`src/sv/pst_pkg.sv`:
```
// ----------------------------------------------------------------------------
// Priority subscription table package
// Shared sizes, command and status codes, and the types passed between the
// table controller and its slot store.
// ----------------------------------------------------------------------------
package pst_pkg;

  localparam int ENTRIES     = 16;
  localparam int MAX_RESULTS = 16;

  localparam int SLOT_W = (ENTRIES > 1) ? $clog2(ENTRIES) : 1;
  localparam int CNT_W  = $clog2(MAX_RESULTS + 1);

  localparam logic [SLOT_W-1:0] LAST_SLOT = SLOT_W'(ENTRIES - 1);

  typedef enum logic [1:0] {
    CMD_SUBSCRIBE   = 2'd0,
    CMD_UNSUBSCRIBE = 2'd1,
    CMD_FIND        = 2'd2,
    CMD_HAS         = 2'd3
  } pst_cmd_e;

  typedef enum logic [1:0] {
    STATUS_OK   = 2'd0,
    STATUS_FULL = 2'd1,
    STATUS_NONE = 2'd2
  } pst_status_e;

  // One stored subscription.
  typedef struct packed {
    logic [31:0]        instrument;
    logic [31:0]        strategy;
    logic [3:0]         kind;
    logic signed [15:0] prio;
  } pst_entry_t;

  // Write request from the controller to the slot store.
  typedef struct packed {
    logic              en;
    logic              set_valid;
    logic              clr_valid;
    logic [SLOT_W-1:0] addr;
    pst_entry_t        entry;
  } pst_wr_t;

  // Captured command.
  typedef struct packed {
    pst_cmd_e           cmd;
    logic [31:0]        strategy_code;
    logic [31:0]        instrument_code;
    logic [3:0]         event_type;
    logic signed [15:0] prio;
  } pst_req_t;

  // One result transaction.
  typedef struct packed {
    pst_status_e        status;
    logic [31:0]        match_strategy;
    logic signed [15:0] match_prio;
    logic               is_last;
  } pst_res_t;

endpackage

```
`src/sv/pst_if.sv`:
```
// ----------------------------------------------------------------------------
// Priority subscription table channels
// Valid/ready interfaces for the command channel and the result channel.
// ----------------------------------------------------------------------------
interface pst_in_if;
  logic               valid;
  logic               ready;
  logic [1:0]         cmd;
  logic [31:0]        strategy_code;
  logic [31:0]        instrument_code;
  logic [3:0]         event_type;
  logic signed [15:0] prio;

  modport source (output valid, cmd, strategy_code, instrument_code, event_type, prio,
                  input ready);
  modport sink   (input valid, cmd, strategy_code, instrument_code, event_type, prio,
                  output ready);
endinterface

interface pst_out_if;
  logic               valid;
  logic               ready;
  logic [1:0]         status;
  logic [31:0]        match_strategy;
  logic signed [15:0] match_prio;
  logic               is_last;

  modport source (output valid, status, match_strategy, match_prio, is_last,
                  input ready);
  modport sink   (input valid, status, match_strategy, match_prio, is_last,
                  output ready);
endinterface

```
`src/sv/pst_store.sv`:
```
// ----------------------------------------------------------------------------
// Priority subscription table slot store
// Synchronous slot memory with one registered read port, one write port, and
// per-slot valid flags that reset clears.
// ----------------------------------------------------------------------------
module pst_store (
  input  logic                       clk_i,
  input  logic                       rst_ni,
  input  logic                       rd_en_i,
  input  logic [pst_pkg::SLOT_W-1:0] rd_addr_i,
  output pst_pkg::pst_entry_t        rd_entry_o,
  output logic                       rd_valid_o,
  input  pst_pkg::pst_wr_t           wr_i
);

  pst_pkg::pst_entry_t           mem [pst_pkg::ENTRIES];
  logic [pst_pkg::ENTRIES-1:0]   valid_q;
  pst_pkg::pst_entry_t           rd_entry_q;
  logic                          rd_valid_q;

  always_ff @(posedge clk_i) begin
    if (wr_i.en) begin
      mem[wr_i.addr] <= wr_i.entry;
    end
    if (rd_en_i) begin
      rd_entry_q <= mem[rd_addr_i];
    end
  end

  always_ff @(posedge clk_i or negedge rst_ni) begin
    if (!rst_ni) begin
      valid_q    <= '0;
      rd_valid_q <= 1'b0;
    end else begin
      if (wr_i.set_valid) begin
        valid_q[wr_i.addr] <= 1'b1;
      end else if (wr_i.clr_valid) begin
        valid_q[wr_i.addr] <= 1'b0;
      end
      if (rd_en_i) begin
        rd_valid_q <= valid_q[rd_addr_i];
      end
    end
  end

  assign rd_entry_o = rd_entry_q;
  assign rd_valid_o = rd_valid_q;

endmodule

```
`src/sv/priority_subscription_table.sv`:
```
// ----------------------------------------------------------------------------
// Priority subscription table
// Keyed subscription store with subscribe, unsubscribe, has and ordered find.
// ----------------------------------------------------------------------------
// Commands arrive as transactions on in_i and results leave on out_o; both
// are valid/ready channels. A command is taken only while the block is idle
// and yields one or more result transactions, the final one marked is_last.
// All slots live in a synchronous memory that is read once per slot in a scan,
// one read per cycle. Subscribe, unsubscribe and has take one scan, then the
// result passes through the pending and result registers; the block takes
// the next command in the same cycle in which that result becomes valid.
// The write of a subscribe or unsubscribe happens at the end of the scan,
// before any later read is issued, so no forwarding is required.
// Find selects one match per scan: each scan returns the best subscriber that
// ranks below the one found before, by descending priority and then ascending
// slot. A find with n matches takes n + 1 scans; an empty find gives one
// result with status none.
// Reset clears the valid flag of every slot, so the table is empty at once.
// When the receiver stalls, the result register holds its transaction; the
// next scan still runs, but its result is not loaded until the held one is
// taken.
// ----------------------------------------------------------------------------
module priority_subscription_table (
  input  logic      clk_i,
  input  logic      rst_ni,
  pst_in_if.sink    in_i,
  pst_out_if.source out_o
);

  typedef enum logic [1:0] {
    ST_IDLE,
    ST_SCAN,
    ST_EMIT
  } state_e;

  state_e state_q, state_d;

  // Captured command (payload, no reset).
  pst_pkg::pst_req_t req_q, req_d;

  // Read sequencing.
  logic                       issue_q, issue_d;
  logic [pst_pkg::SLOT_W-1:0] addr_q, addr_d;
  logic                       rvld_q, rvld_d;
  logic [pst_pkg::SLOT_W-1:0] rslot_q, rslot_d;

  // Key lookup trackers.
  logic                       hit_found_q, hit_found_d;
  logic [pst_pkg::SLOT_W-1:0] hit_slot_q, hit_slot_d;
  logic                       free_found_q, free_found_d;
  logic [pst_pkg::SLOT_W-1:0] free_slot_q, free_slot_d;

  // Best candidate of the current find scan.
  logic                       best_found_q, best_found_d;
  logic [pst_pkg::SLOT_W-1:0] best_slot_q, best_slot_d;
  logic signed [15:0]         best_prio_q, best_prio_d;
  logic [31:0]                best_strat_q, best_strat_d;

  // Subscriber found by the previous scan; it also bounds the next scan.
  logic                       held_q, held_d;
  logic [pst_pkg::SLOT_W-1:0] held_slot_q, held_slot_d;
  logic signed [15:0]         held_prio_q, held_prio_d;
  logic [31:0]                held_strat_q, held_strat_d;

  logic [pst_pkg::CNT_W-1:0]  emit_cnt_q, emit_cnt_d;

  // Pending result and output register.
  pst_pkg::pst_res_t pend_q, pend_d;
  pst_pkg::pst_res_t res_q, res_d;
  logic              ov_q, ov_d;

  // Store ports.
  pst_pkg::pst_entry_t rd_entry;
  logic                rd_valid;
  logic                rd_en;
  pst_pkg::pst_wr_t    wr;

  // Per-entry compare results.
  logic key_match;
  logic full_match;
  logic cand;
  logic better;
  logic scan_end;

  pst_store u_store (
    .clk_i      (clk_i),
    .rst_ni     (rst_ni),
    .rd_en_i    (rd_en),
    .rd_addr_i  (addr_q),
    .rd_entry_o (rd_entry),
    .rd_valid_o (rd_valid),
    .wr_i       (wr)
  );

  // Comparisons on the entry that the memory returns this cycle.
  always_comb begin
    key_match  = rd_valid && (rd_entry.instrument == req_q.instrument_code) &&
                 (rd_entry.kind == req_q.event_type);
    full_match = key_match && (rd_entry.strategy == req_q.strategy_code);
    // A find candidate ranks strictly after the subscriber already found.
    cand       = key_match &&
                 (!held_q || ($signed(rd_entry.prio) < held_prio_q) ||
                  (($signed(rd_entry.prio) == held_prio_q) && (rslot_q > held_slot_q)));
    // Strict compare keeps the lower slot among equal priorities.
    better     = cand && (!best_found_q || ($signed(rd_entry.prio) > best_prio_q));
    scan_end   = rvld_q && (rslot_q == pst_pkg::LAST_SLOT);
  end

  always_comb begin
    state_d      = state_q;
    req_d        = req_q;
    issue_d      = issue_q;
    addr_d       = addr_q;
    rvld_d       = 1'b0;
    rslot_d      = rslot_q;
    hit_found_d  = hit_found_q;
    hit_slot_d   = hit_slot_q;
    free_found_d = free_found_q;
    free_slot_d  = free_slot_q;
    best_found_d = best_found_q;
    best_slot_d  = best_slot_q;
    best_prio_d  = best_prio_q;
    best_strat_d = best_strat_q;
    held_d       = held_q;
    held_slot_d  = held_slot_q;
    held_prio_d  = held_prio_q;
    held_strat_d = held_strat_q;
    emit_cnt_d   = emit_cnt_q;
    pend_d       = pend_q;
    res_d        = res_q;
    ov_d         = ov_q;
    rd_en        = 1'b0;
    wr           = '0;
    wr.addr      = hit_slot_q;
    wr.entry     = '{instrument: req_q.instrument_code, strategy: req_q.strategy_code,
                     kind: req_q.event_type, prio: req_q.prio};

    if (ov_q && out_o.ready) begin
      ov_d = 1'b0;
    end

    unique case (state_q)
      ST_IDLE: begin
        if (in_i.valid) begin
          req_d.cmd             = pst_pkg::pst_cmd_e'(in_i.cmd);
          req_d.strategy_code   = in_i.strategy_code;
          req_d.instrument_code = in_i.instrument_code;
          req_d.event_type      = in_i.event_type;
          req_d.prio            = in_i.prio;
          state_d      = ST_SCAN;
          issue_d      = 1'b1;
          addr_d       = '0;
          hit_found_d  = 1'b0;
          free_found_d = 1'b0;
          best_found_d = 1'b0;
          held_d       = 1'b0;
          emit_cnt_d   = '0;
        end
      end

      ST_SCAN: begin
        if (issue_q) begin
          rd_en   = 1'b1;
          rvld_d  = 1'b1;
          rslot_d = addr_q;
          addr_d  = addr_q + 1'b1;
          if (addr_q == pst_pkg::LAST_SLOT) begin
            issue_d = 1'b0;
          end
        end

        if (rvld_q) begin
          if (full_match && !hit_found_q) begin
            hit_found_d = 1'b1;
            hit_slot_d  = rslot_q;
          end
          if (!rd_valid && !free_found_q) begin
            free_found_d = 1'b1;
            free_slot_d  = rslot_q;
          end
          if (better) begin
            best_found_d = 1'b1;
            best_slot_d  = rslot_q;
            best_prio_d  = $signed(rd_entry.prio);
            best_strat_d = rd_entry.strategy;
          end
        end

        if (scan_end) begin
          pend_d.match_strategy = '0;
          pend_d.match_prio     = '0;
          pend_d.is_last        = 1'b1;
          pend_d.status         = pst_pkg::STATUS_OK;
          state_d               = ST_EMIT;
          unique case (req_q.cmd)
            pst_pkg::CMD_SUBSCRIBE: begin
              if (hit_found_d) begin
                // Existing key: rewrite the slot with the new priority.
                wr.en   = 1'b1;
                wr.addr = hit_slot_d;
              end else if (free_found_d) begin
                wr.en        = 1'b1;
                wr.set_valid = 1'b1;
                wr.addr      = free_slot_d;
              end else begin
                pend_d.status = pst_pkg::STATUS_FULL;
              end
            end
            pst_pkg::CMD_UNSUBSCRIBE: begin
              if (hit_found_d) begin
                wr.clr_valid = 1'b1;
                wr.addr      = hit_slot_d;
              end else begin
                pend_d.status = pst_pkg::STATUS_NONE;
              end
            end
            pst_pkg::CMD_HAS: begin
              if (!hit_found_d) begin
                pend_d.status = pst_pkg::STATUS_NONE;
              end
            end
            pst_pkg::CMD_FIND: begin
              if (!held_q) begin
                if (best_found_d) begin
                  // First match found: keep it and scan again for its follower.
                  held_d       = 1'b1;
                  held_slot_d  = best_slot_d;
                  held_prio_d  = best_prio_d;
                  held_strat_d = best_strat_d;
                  state_d      = ST_SCAN;
                  issue_d      = 1'b1;
                  addr_d       = '0;
                  best_found_d = 1'b0;
                end else begin
                  pend_d.status = pst_pkg::STATUS_NONE;
                end
              end else begin
                // Release the held match; it is last when nothing follows it
                // or the result limit is reached.
                pend_d.match_strategy = held_strat_q;
                pend_d.match_prio     = held_prio_q;
                pend_d.is_last        = !best_found_d ||
                                        (emit_cnt_q == pst_pkg::CNT_W'(pst_pkg::MAX_RESULTS - 1));
                emit_cnt_d            = emit_cnt_q + 1'b1;
                held_slot_d           = best_slot_d;
                held_prio_d           = best_prio_d;
                held_strat_d          = best_strat_d;
              end
            end
            default: begin
              pend_d.status = pst_pkg::STATUS_NONE;
            end
          endcase
        end
      end

      ST_EMIT: begin
        if (!ov_q || out_o.ready) begin
          ov_d  = 1'b1;
          res_d = pend_q;
          if (pend_q.is_last) begin
            state_d = ST_IDLE;
          end else begin
            state_d      = ST_SCAN;
            issue_d      = 1'b1;
            addr_d       = '0;
            best_found_d = 1'b0;
          end
        end
      end

      default: begin
        state_d = ST_IDLE;
      end
    endcase
  end

  // Control state and the output valid flag.
  always_ff @(posedge clk_i or negedge rst_ni) begin
    if (!rst_ni) begin
      state_q      <= ST_IDLE;
      issue_q      <= 1'b0;
      addr_q       <= '0;
      rvld_q       <= 1'b0;
      hit_found_q  <= 1'b0;
      free_found_q <= 1'b0;
      best_found_q <= 1'b0;
      held_q       <= 1'b0;
      emit_cnt_q   <= '0;
      ov_q         <= 1'b0;
    end else begin
      state_q      <= state_d;
      issue_q      <= issue_d;
      addr_q       <= addr_d;
      rvld_q       <= rvld_d;
      hit_found_q  <= hit_found_d;
      free_found_q <= free_found_d;
      best_found_q <= best_found_d;
      held_q       <= held_d;
      emit_cnt_q   <= emit_cnt_d;
      ov_q         <= ov_d;
    end
  end

  // Payload registers.
  always_ff @(posedge clk_i) begin
    req_q        <= req_d;
    rslot_q      <= rslot_d;
    hit_slot_q   <= hit_slot_d;
    free_slot_q  <= free_slot_d;
    best_slot_q  <= best_slot_d;
    best_prio_q  <= best_prio_d;
    best_strat_q <= best_strat_d;
    held_slot_q  <= held_slot_d;
    held_prio_q  <= held_prio_d;
    held_strat_q <= held_strat_d;
    pend_q       <= pend_d;
    res_q        <= res_d;
  end

  assign in_i.ready           = (state_q == ST_IDLE);
  assign out_o.valid          = ov_q;
  assign out_o.status         = res_q.status;
  assign out_o.match_strategy = res_q.match_strategy;
  assign out_o.match_prio     = res_q.match_prio;
  assign out_o.is_last        = res_q.is_last;

endmodule

```
`src/flat_wrapper.sv`:
```
// flat-port wrapper written by rule: the top's interface ports become plain ports
module priority_subscription_table_flat 
  (clk_i, rst_ni, in_i_valid, in_i_cmd, in_i_strategy_code, in_i_instrument_code, in_i_event_type, in_i_prio, in_i_ready, out_o_valid, out_o_status, out_o_match_strategy, out_o_match_prio, out_o_is_last, out_o_ready);
  pst_in_if in_i_i ();
  pst_out_if out_o_i ();
  input  logic clk_i;
  input  logic rst_ni;
  input wire logic [$bits(in_i_i.valid)-1:0] in_i_valid;
  input wire logic [$bits(in_i_i.cmd)-1:0] in_i_cmd;
  input wire logic [$bits(in_i_i.strategy_code)-1:0] in_i_strategy_code;
  input wire logic [$bits(in_i_i.instrument_code)-1:0] in_i_instrument_code;
  input wire logic [$bits(in_i_i.event_type)-1:0] in_i_event_type;
  input wire logic [$bits(in_i_i.prio)-1:0] in_i_prio;
  output wire logic [$bits(in_i_i.ready)-1:0] in_i_ready;
  output wire logic [$bits(out_o_i.valid)-1:0] out_o_valid;
  output wire logic [$bits(out_o_i.status)-1:0] out_o_status;
  output wire logic [$bits(out_o_i.match_strategy)-1:0] out_o_match_strategy;
  output wire logic [$bits(out_o_i.match_prio)-1:0] out_o_match_prio;
  output wire logic [$bits(out_o_i.is_last)-1:0] out_o_is_last;
  input wire logic [$bits(out_o_i.ready)-1:0] out_o_ready;
  assign in_i_i.valid = in_i_valid;
  assign in_i_i.cmd = in_i_cmd;
  assign in_i_i.strategy_code = in_i_strategy_code;
  assign in_i_i.instrument_code = in_i_instrument_code;
  assign in_i_i.event_type = in_i_event_type;
  assign in_i_i.prio = in_i_prio;
  assign in_i_ready = in_i_i.ready;
  assign out_o_valid = out_o_i.valid;
  assign out_o_status = out_o_i.status;
  assign out_o_match_strategy = out_o_i.match_strategy;
  assign out_o_match_prio = out_o_i.match_prio;
  assign out_o_is_last = out_o_i.is_last;
  assign out_o_i.ready = out_o_ready;
  priority_subscription_table u_core (.clk_i(clk_i), .rst_ni(rst_ni), .in_i(in_i_i), .out_o(out_o_i));
endmodule
```
`config.mk`:
```
export PLATFORM = sky130hd
export DESIGN_NAME = priority_subscription_table_flat
export DESIGN_NICKNAME = d
export VERILOG_FILES = /design/src/sv/pst_pkg.sv /design/src/sv/pst_if.sv /design/src/sv/pst_store.sv /design/src/sv/priority_subscription_table.sv /design/src/flat_wrapper.sv
export SDC_FILE = /design/constraint.sdc
export NUM_CORES = 2
export LEC_CHECK = 0
export BUFFER_PORTS_ARGS = -buffer_cell sky130_fd_sc_hd__buf_2
export CAP_MARGIN = 0
export CORE_MARGIN = 3
export CORE_UTILIZATION = 60
export DETAILED_ROUTE_END_ITERATION = 8
export GPL_ROUTABILITY_DRIVEN = 0
export PLACE_DENSITY = 0.77
export SLEW_MARGIN = 10
export SYNTH_ARGS = -nofsm -noshare
export SYNTH_HDL_FRONTEND = slang
export SYNTH_SLANG_ARGS = --single-unit
```
`constraint.sdc`:
```
create_clock -name clk_i -period 12.3 [get_ports clk_i]
set_input_delay 1.23 -clock clk_i [delete_from_list [all_inputs] [get_ports clk_i]]
set_output_delay 1.23 -clock clk_i [all_outputs]
set_load 0.02 [all_outputs]
```
-- Word level (Yosys, flattened, before mapping)
Memories as Yosys holds them, arrays and structs flattened. A register that Yosys moved wholly into a read port is not among the register bits.
Index checks and enable logic that the tools add are counted.
- register bits: 339
- latch bits: 0
- bits in writable memories: 1344
- bits in read-only memories: 0
- input port bits: 90
- output and inout port bits: 53
- memories kept: 1
- $add $sub $neg: 2
- multipliers: 0
- divide/modulo/power cells: 0
- $lt $le $gt $ge: 6
- eq/ne operators: 18
- shift operators: 0
- muxes and demuxes: 101
- bitwise operators: 3
- reductions and logical operators: 41
- memory list (name ; words ; bits a word ; rd ports ; clocked after memory_dff ; wr ports ; RTL line ; text):
    u_core.u_store.mem ; 16 ; 84 ; 1 ; 1 ; 1 ; pst_store.sv:16 ; pst_pkg::pst_entry_t mem [pst_pkg::ENTRIES];
- operator list (cell ; count):
    32-bit two-way mux ; 4
    16-bit two-way mux ; 6
    4-bit two-way mux ; 18
    32-bit == test ; 2
    1-bit two-way mux ; 42
    5-bit two-way mux ; 5
    2-bit two-way mux ; 12
    16-bit AND ; 1
    16-bit == test ; 1
    16-bit greater-than comparator ; 1
    16-bit < comparator ; 1
    16-bit NOT ; 1
    16-bit bitwise OR ; 1
    7-bit two-way mux ; 2
    2-bit one-hot mux with 3 select lines ; 2
    4-bit one-hot mux with 3 select lines ; 1
    2-bit AND reduction ; 6
    4-bit AND reduction ; 3
    1-bit logical AND ; 11
    4-bit by 5-bit < comparator with 1-bit output, second input constant ; 2
    5-bit one-hot mux with 2 select lines ; 1
    4-bit == test, second input constant ; 2
    2-bit by 1-bit != test with 1-bit output, second input constant ; 4
    4-bit one-hot mux with 2 select lines ; 1
    other kinds (21) ; 41

-- Longest topological paths before layout
- depth in word-level cells: 20
- gate-level depth with buffers: 12
- depth with buffers taken out: 11

-- Hierarchy
From an unflattened synthesis, not the netlist that was laid out.
- cells, all modules: 2846
- area total of the unflattened synthesis: 67138.1 um^2
- by module, submodules not included (module ; times used ; cells an instance ; area each (um^2)):
    pst_store ; 1 ; 2041 ; 53805.4
    priority_subscription_table ; 1 ; 805 ; 13332.8

-- Worst setup path before layout
Ideal clock, no wire load.
- kind: reg-to-reg
- start: reg u_core.req_q[38] in the netlist's numbering
- end: mem u_core.u_store.mem[1][0] in the netlist's numbering (enable)
- arrival: 5.808 ns
- path slack: 5.965 ns
- stages on the path, launching flop included: 10
- path buffers: 1
- clock period less this slack: 6.335 ns
- cells stage by stage: edfxtp_1 > xor2_1 > nor4_1 > nand4_1 > nor4_2 > and2_1 > buf_6 > mux2i_1 > nand3_1 > nor2_1
- longest elaborated chain between the ends: 14
- elaborated cells between the ends (all ways): 19
- those cells by class: eq/ne (1); mux (14); reduce/logical (4)
- RTL lines (item ; RTL line ; text):
    start, declared ; priority_subscription_table.sv:39 ; pst_pkg::pst_req_t req_q, req_d;
    start signal, assigned ; priority_subscription_table.sv:307 ; req_q <= req_d;
    32-bit == test (*) ; priority_subscription_table.sv:97 ; key_match = rd_valid && (rd_entry.instrument == req_q.instrument_code) &&
    1-bit logical AND (*) (2 in series) ; priority_subscription_table.sv:97 ;
    1-bit logical AND (*) ; priority_subscription_table.sv:99 ; full_match = key_match && (rd_entry.strategy == req_q.strategy_code);
    1-bit logical AND (*) ; priority_subscription_table.sv:173 ; if (full_match && !hit_found_q) begin
    1-bit two-way mux ; priority_subscription_table.sv:173 ;
    1-bit two-way mux ; priority_subscription_table.sv:172 ; if (rvld_q) begin
    1-bit two-way mux ; priority_subscription_table.sv:142 ; unique case (state_q)
    1-bit two-way mux ; priority_subscription_table.sv:197 ; if (hit_found_d) begin
    2-bit two-way mux ; priority_subscription_table.sv:195 ; unique case (req_q.cmd)
    7-bit two-way mux (*) ; priority_subscription_table.sv:189 ; if (scan_end) begin
    7-bit two-way mux (*) ; priority_subscription_table.sv:142 ;
    1-bit two-way mux ; pst_store.sv:22 ; if (wr_i.en) begin
    1-bit two-way mux (implied by the code) ; pst_store.sv:23 ; mem[wr_i.addr] <= wr_i.entry;
    end, declared ; pst_store.sv:16 ;
Every way passes the cells marked *; elsewhere a longest branch is shown, timed or not. The select of a mux whose other input is x is not followed.

-- Worst setup path in the final report
- start: reg u_core.req_q[37] in the netlist's numbering
- end: mem u_core.u_store.mem[1][68] in the netlist's numbering (enable)
The elaborated chain is that of the path after synthesis.

==> reports/summary.txt <==
================================================================================
Util after Layout .................................................        0.683
Setup Viol. Count Final ...........................................            0
CP Cell Sequence .................................................. nor2b_1 -> nor4_1 -> nand4_1 -> nor4_2 -> and2_1 -> mux2i_1 -> nand3_1 -> nor2_4 -> buf_4 -> buf_4
WL per Instance ...................................................      32.7 µm
Largest cells by area after synthesis ............................. edfxtp_1 (78%), mux4_2 (14%), dfrtp_1 (1.3%)
Count of max-cap constraint violations ............................            0
Number of core rows ...............................................          121
DRC violations left ...............................................            0
First-pass GRT wire length ........................................       228 mm
Clock tree from TritonCTS .........................................         done
Main synth FF type ................................................     edfxtp_1
Worst-case clock skew .............................................    0.0326 ns
Area of the mapped netlist ........................................   0.0669 mm²
Port buffer count .................................................          142
Setup repair after global routing missed its margin ...............           no
Count of hold-fix buffers inserted at cts .........................            0
Switching Share ...................................................        0.277
Capturing element type of the critical path .......................    flip-flop
Finished layout cell area .........................................   0.0750 mm²
Vias in the first global route ....................................        33108
Part of the total power dissipated in the clock network ...........        0.307
Maximum clock path buffer count ...................................            3
Router iterations before antenna repair ...........................            6
Overall die area ..................................................    0.115 mm²
Total Wirelength ..................................................       155 mm
R2r worst-path depth ..............................................           10
Net total in the final layout .....................................         3245
Transition at the pin with the smallest max-transition slack ......      1.17 ns
Switching power summed over all nets ..............................      4.57 mW
Crit Path Class ...................................................      reg2reg
Post-synthesis sequential area ratio ..............................        0.791
Post-route fraction of the period consumed by the critical path ...        0.503
Post-CTS setup buffer count .......................................            0
TritonCTS sink count ..............................................         1767
Final ANT Viol Nets ...............................................            0
Number of instances in the synthesized netlist ....................         2868
Hold violation total from the final report ........................            0
Initial Utilization ...............................................        0.609
Pins over their slew limit ........................................            0
Count of cell types in the netlist ................................           60
P&R area growth vs syn ............................................        12.1%
Clock transition at path regs .....................................      0.06 ns
Maximum fanout encountered on the critical timing path ............           50
Worst Hold Depth ..................................................            0
Global-route congestion overflow total ............................            0
Largest vdd supply drop ...........................................   0.000218 V
Internal power contribution .......................................      11.9 mW
Worst slew margin relative to its limit ...........................        0.217
Vertical die dimension ............................................       340 µm
Async set-reset flop share out of synthesis .......................       0.0198
Insertion delay of the later-clocked pin in the worst-skew pair ...      0.78 ns
Fraction of layout instances using a drive strength above 1 .......        0.289
CTS resizes .......................................................            0
Die outline width .................................................       340 µm
Maximum single-stage delay on the critical path ...................      0.82 ns
Most used cell along the critical path ............................        buf_4
Yosys top cell area share .........................................        0.778
Status ............................................................    completed
Number of vias per cell ...........................................         6.73
Setup total negative slack ........................................         0 ns
HP Class ..........................................................      reg2reg
Final Critical Period .............................................      6.19 ns
Post-synthesis net count ..........................................         2997
Average cell area after synthesis .................................     23.3 µm²
Yosys warnings ....................................................            0
Power density normalized to cell area .............................   220 mW/mm²
Total I/O pin count ...............................................          143
Overall routing resource usage ....................................        0.273
Critical path launch point type ...................................    flip-flop
Most common cell in the synthesized netlist .......................     edfxtp_1
Synth Register Bits ...............................................         1767
Clock root buffer .................................................    clkbuf_16
Placed cell area ..................................................   0.0695 mm²
Maximum number of pins on one net before global-route repair ......          145
Total via count in the routed design ..............................        31865
Critical Path Slowest Stage Cell ..................................        buf_4
Share of total power in combinational logic .......................        0.218
Max Clk Rate ......................................................      162 MHz
CTS Buf Count .....................................................          169
Core ar. ..........................................................    0.110 mm²
Number of enable flip-flop cells after synthesis ..................         1732
Worst EP arrival ..................................................      6.58 ns
Sequential cell fraction of total power ...........................        0.475
Number of antenna violations at the first check in global routing .            5
First-iteration detailed-routing DRC count ........................         4277
Leakage power summed over all cells ...............................      24.3 nW
Sum of internal, switching and leakage power ......................      16.5 mW
Post-detail-place hpwl ............................................      76.7 mm
Cell types with the highest counts after synthesis ................ edfxtp_1 (1732), mux4_2 (422), clkbuf_1 (78)
Worst endpoint required time ......................................     12.69 ns
Post-synthesis cell type with the largest combined area ...........     edfxtp_1
Number of H-tree levels ...........................................            4
================================================================================
==> per-layer routing <==
layer | vias up | part of all wire | GRT usage
met5 | - | 0.00021 | 0
met3 | 299 | 0.11 | 0.0570
met2 | 2250 | 0.50 | 0.442
met4 | 4 | 0.026 | 0.0843
li1 | 12582 | - | -
met1 | 16730 | 0.37 | 0.383
==> stage by stage <==
| stage | cells | setup slack [ns] | hold WS [ns] |
|---|---|---|---|
| 3_5_place_dp | 4420 | 6.38 | 0.405 |
| 2_1_floorplan | 2868 | 5.96 | 0.400 |
| 5_1_grt | 4737 | 5.87 | 0.424 |
| 6_report | 4738 | 6.11 | 0.416 |
| 4_1_cts | 4736 | 6.35 | 0.417 |
| 3_3_place_gp | 4420 | 6.59 | 0.402 |
==> cells in the final DEF, fill, tap and decap left out, types with 17 or more instances in the layout <==
master / count
a21oi_1: 17
and3_1: 51
buf_2: 142
buf_4: 47
clkbuf_1: 37
clkbuf_16: 171
clkinv_1: 48
clkinv_2: 27
dfrtp_1: 32
edfxtp_1: 1732
ha_1: 39
inv_1: 43
mux2_2: 60
mux4_2: 422
nand2_1: 28
nand4_1: 17
nor2_1: 31
nor2_4: 19
nor4_1: 21
o21ai_0: 37
xor2_1: 64
==> state kept, by name, indices dropped and copies added (netlist names), 5 cells and up, named ones only <==
signal / flops
u_core.u_store.mem: 1344
u_core.best_strat_q: 32
u_core.pend_q: 51
u_core.out_o.match_strategy: 32
u_core.req_q: 86
u_core.emit_cnt_q: 5
u_core.held_prio_q: 16
u_core.out_o.match_prio: 16
u_core.held_strat_q: 32
u_core.u_store.rd_entry_o: 84
u_core.best_prio_q: 16
==> critical path: cells and delay by family, from the launching register on <==
| family | cells | cell delay [ns] |
|---|---|---|
| muxes | 1 | 0.48 |
| buffers and inverters | 2 | 1.58 |
| and+or+nand+nor | 7 | 2.91 |
| DFF | 1 | 0.75 |
==> power groups by stage <==
stage          clock network, mW  registers [mW]  logic [mW]
3_3_place_gp                   0            7.91        3.45
3_5_place_dp                   0            7.95        3.53
5_1_grt                     5.35            7.90        3.83
4_1_cts                     5.13            7.84        3.62
2_1_floorplan                  0            7.70        2.69
6_report                    5.06            7.85        3.60
==> area by class of cell <==
type	instances	area, µm²
Clock buffer	211	4460
Tap cell	1476	1850
Multi-Input combinational cell	939	13500
Inverter	45	174
Clock inverter	105	928
Fill cell	6344	34800
Antenna cell	1	2.50
Sequential cell	1767	52900
Timing Repair Buffer	194	1170
==> path summary, 6_finish.rpt <==
| kind | slack, ns | to | startpoint |
|---|---|---|---|
| max | 6.11 | u_core.u_store.mem[1][68] | u_core.req_q[37] |
| min | 0.42 | u_core.out_o.match_strategy[4] | u_core.pend_q[21] |
| max reg2reg | 6.11 | u_core.u_store.mem[1][68] | u_core.req_q[37] |
| min reg2reg | 0.42 | u_core.out_o.match_strategy[4] | u_core.pend_q[21] |
| max in group asynchronous | 11.12 | u_core.addr_q[1] | rst_ni |
| min in group asynchronous | 0.55 | u_core.out_o.valid | rst_ni |
==> cells by family (layout without fill, tap and decap cells) <==
kind of cell / count (synthesis) / count (layout) / synth area share
DFF: 1767 / 1767 / 0.791
muxes: 493 / 493 / 0.154
and+or+nand+nor: 232 / 232 / 0.0192
buffers and inverters: 162 / 555 / 0.00971
AOI/OAI and AO/OA: 108 / 108 / 0.0101
xor gates and xnor gates: 67 / 67 / 0.00878
adders and majority gates: 39 / 39 / 0.00730
other: 0 / 1 / 0
No activity file was read; power rests on OpenSTA's default activity.
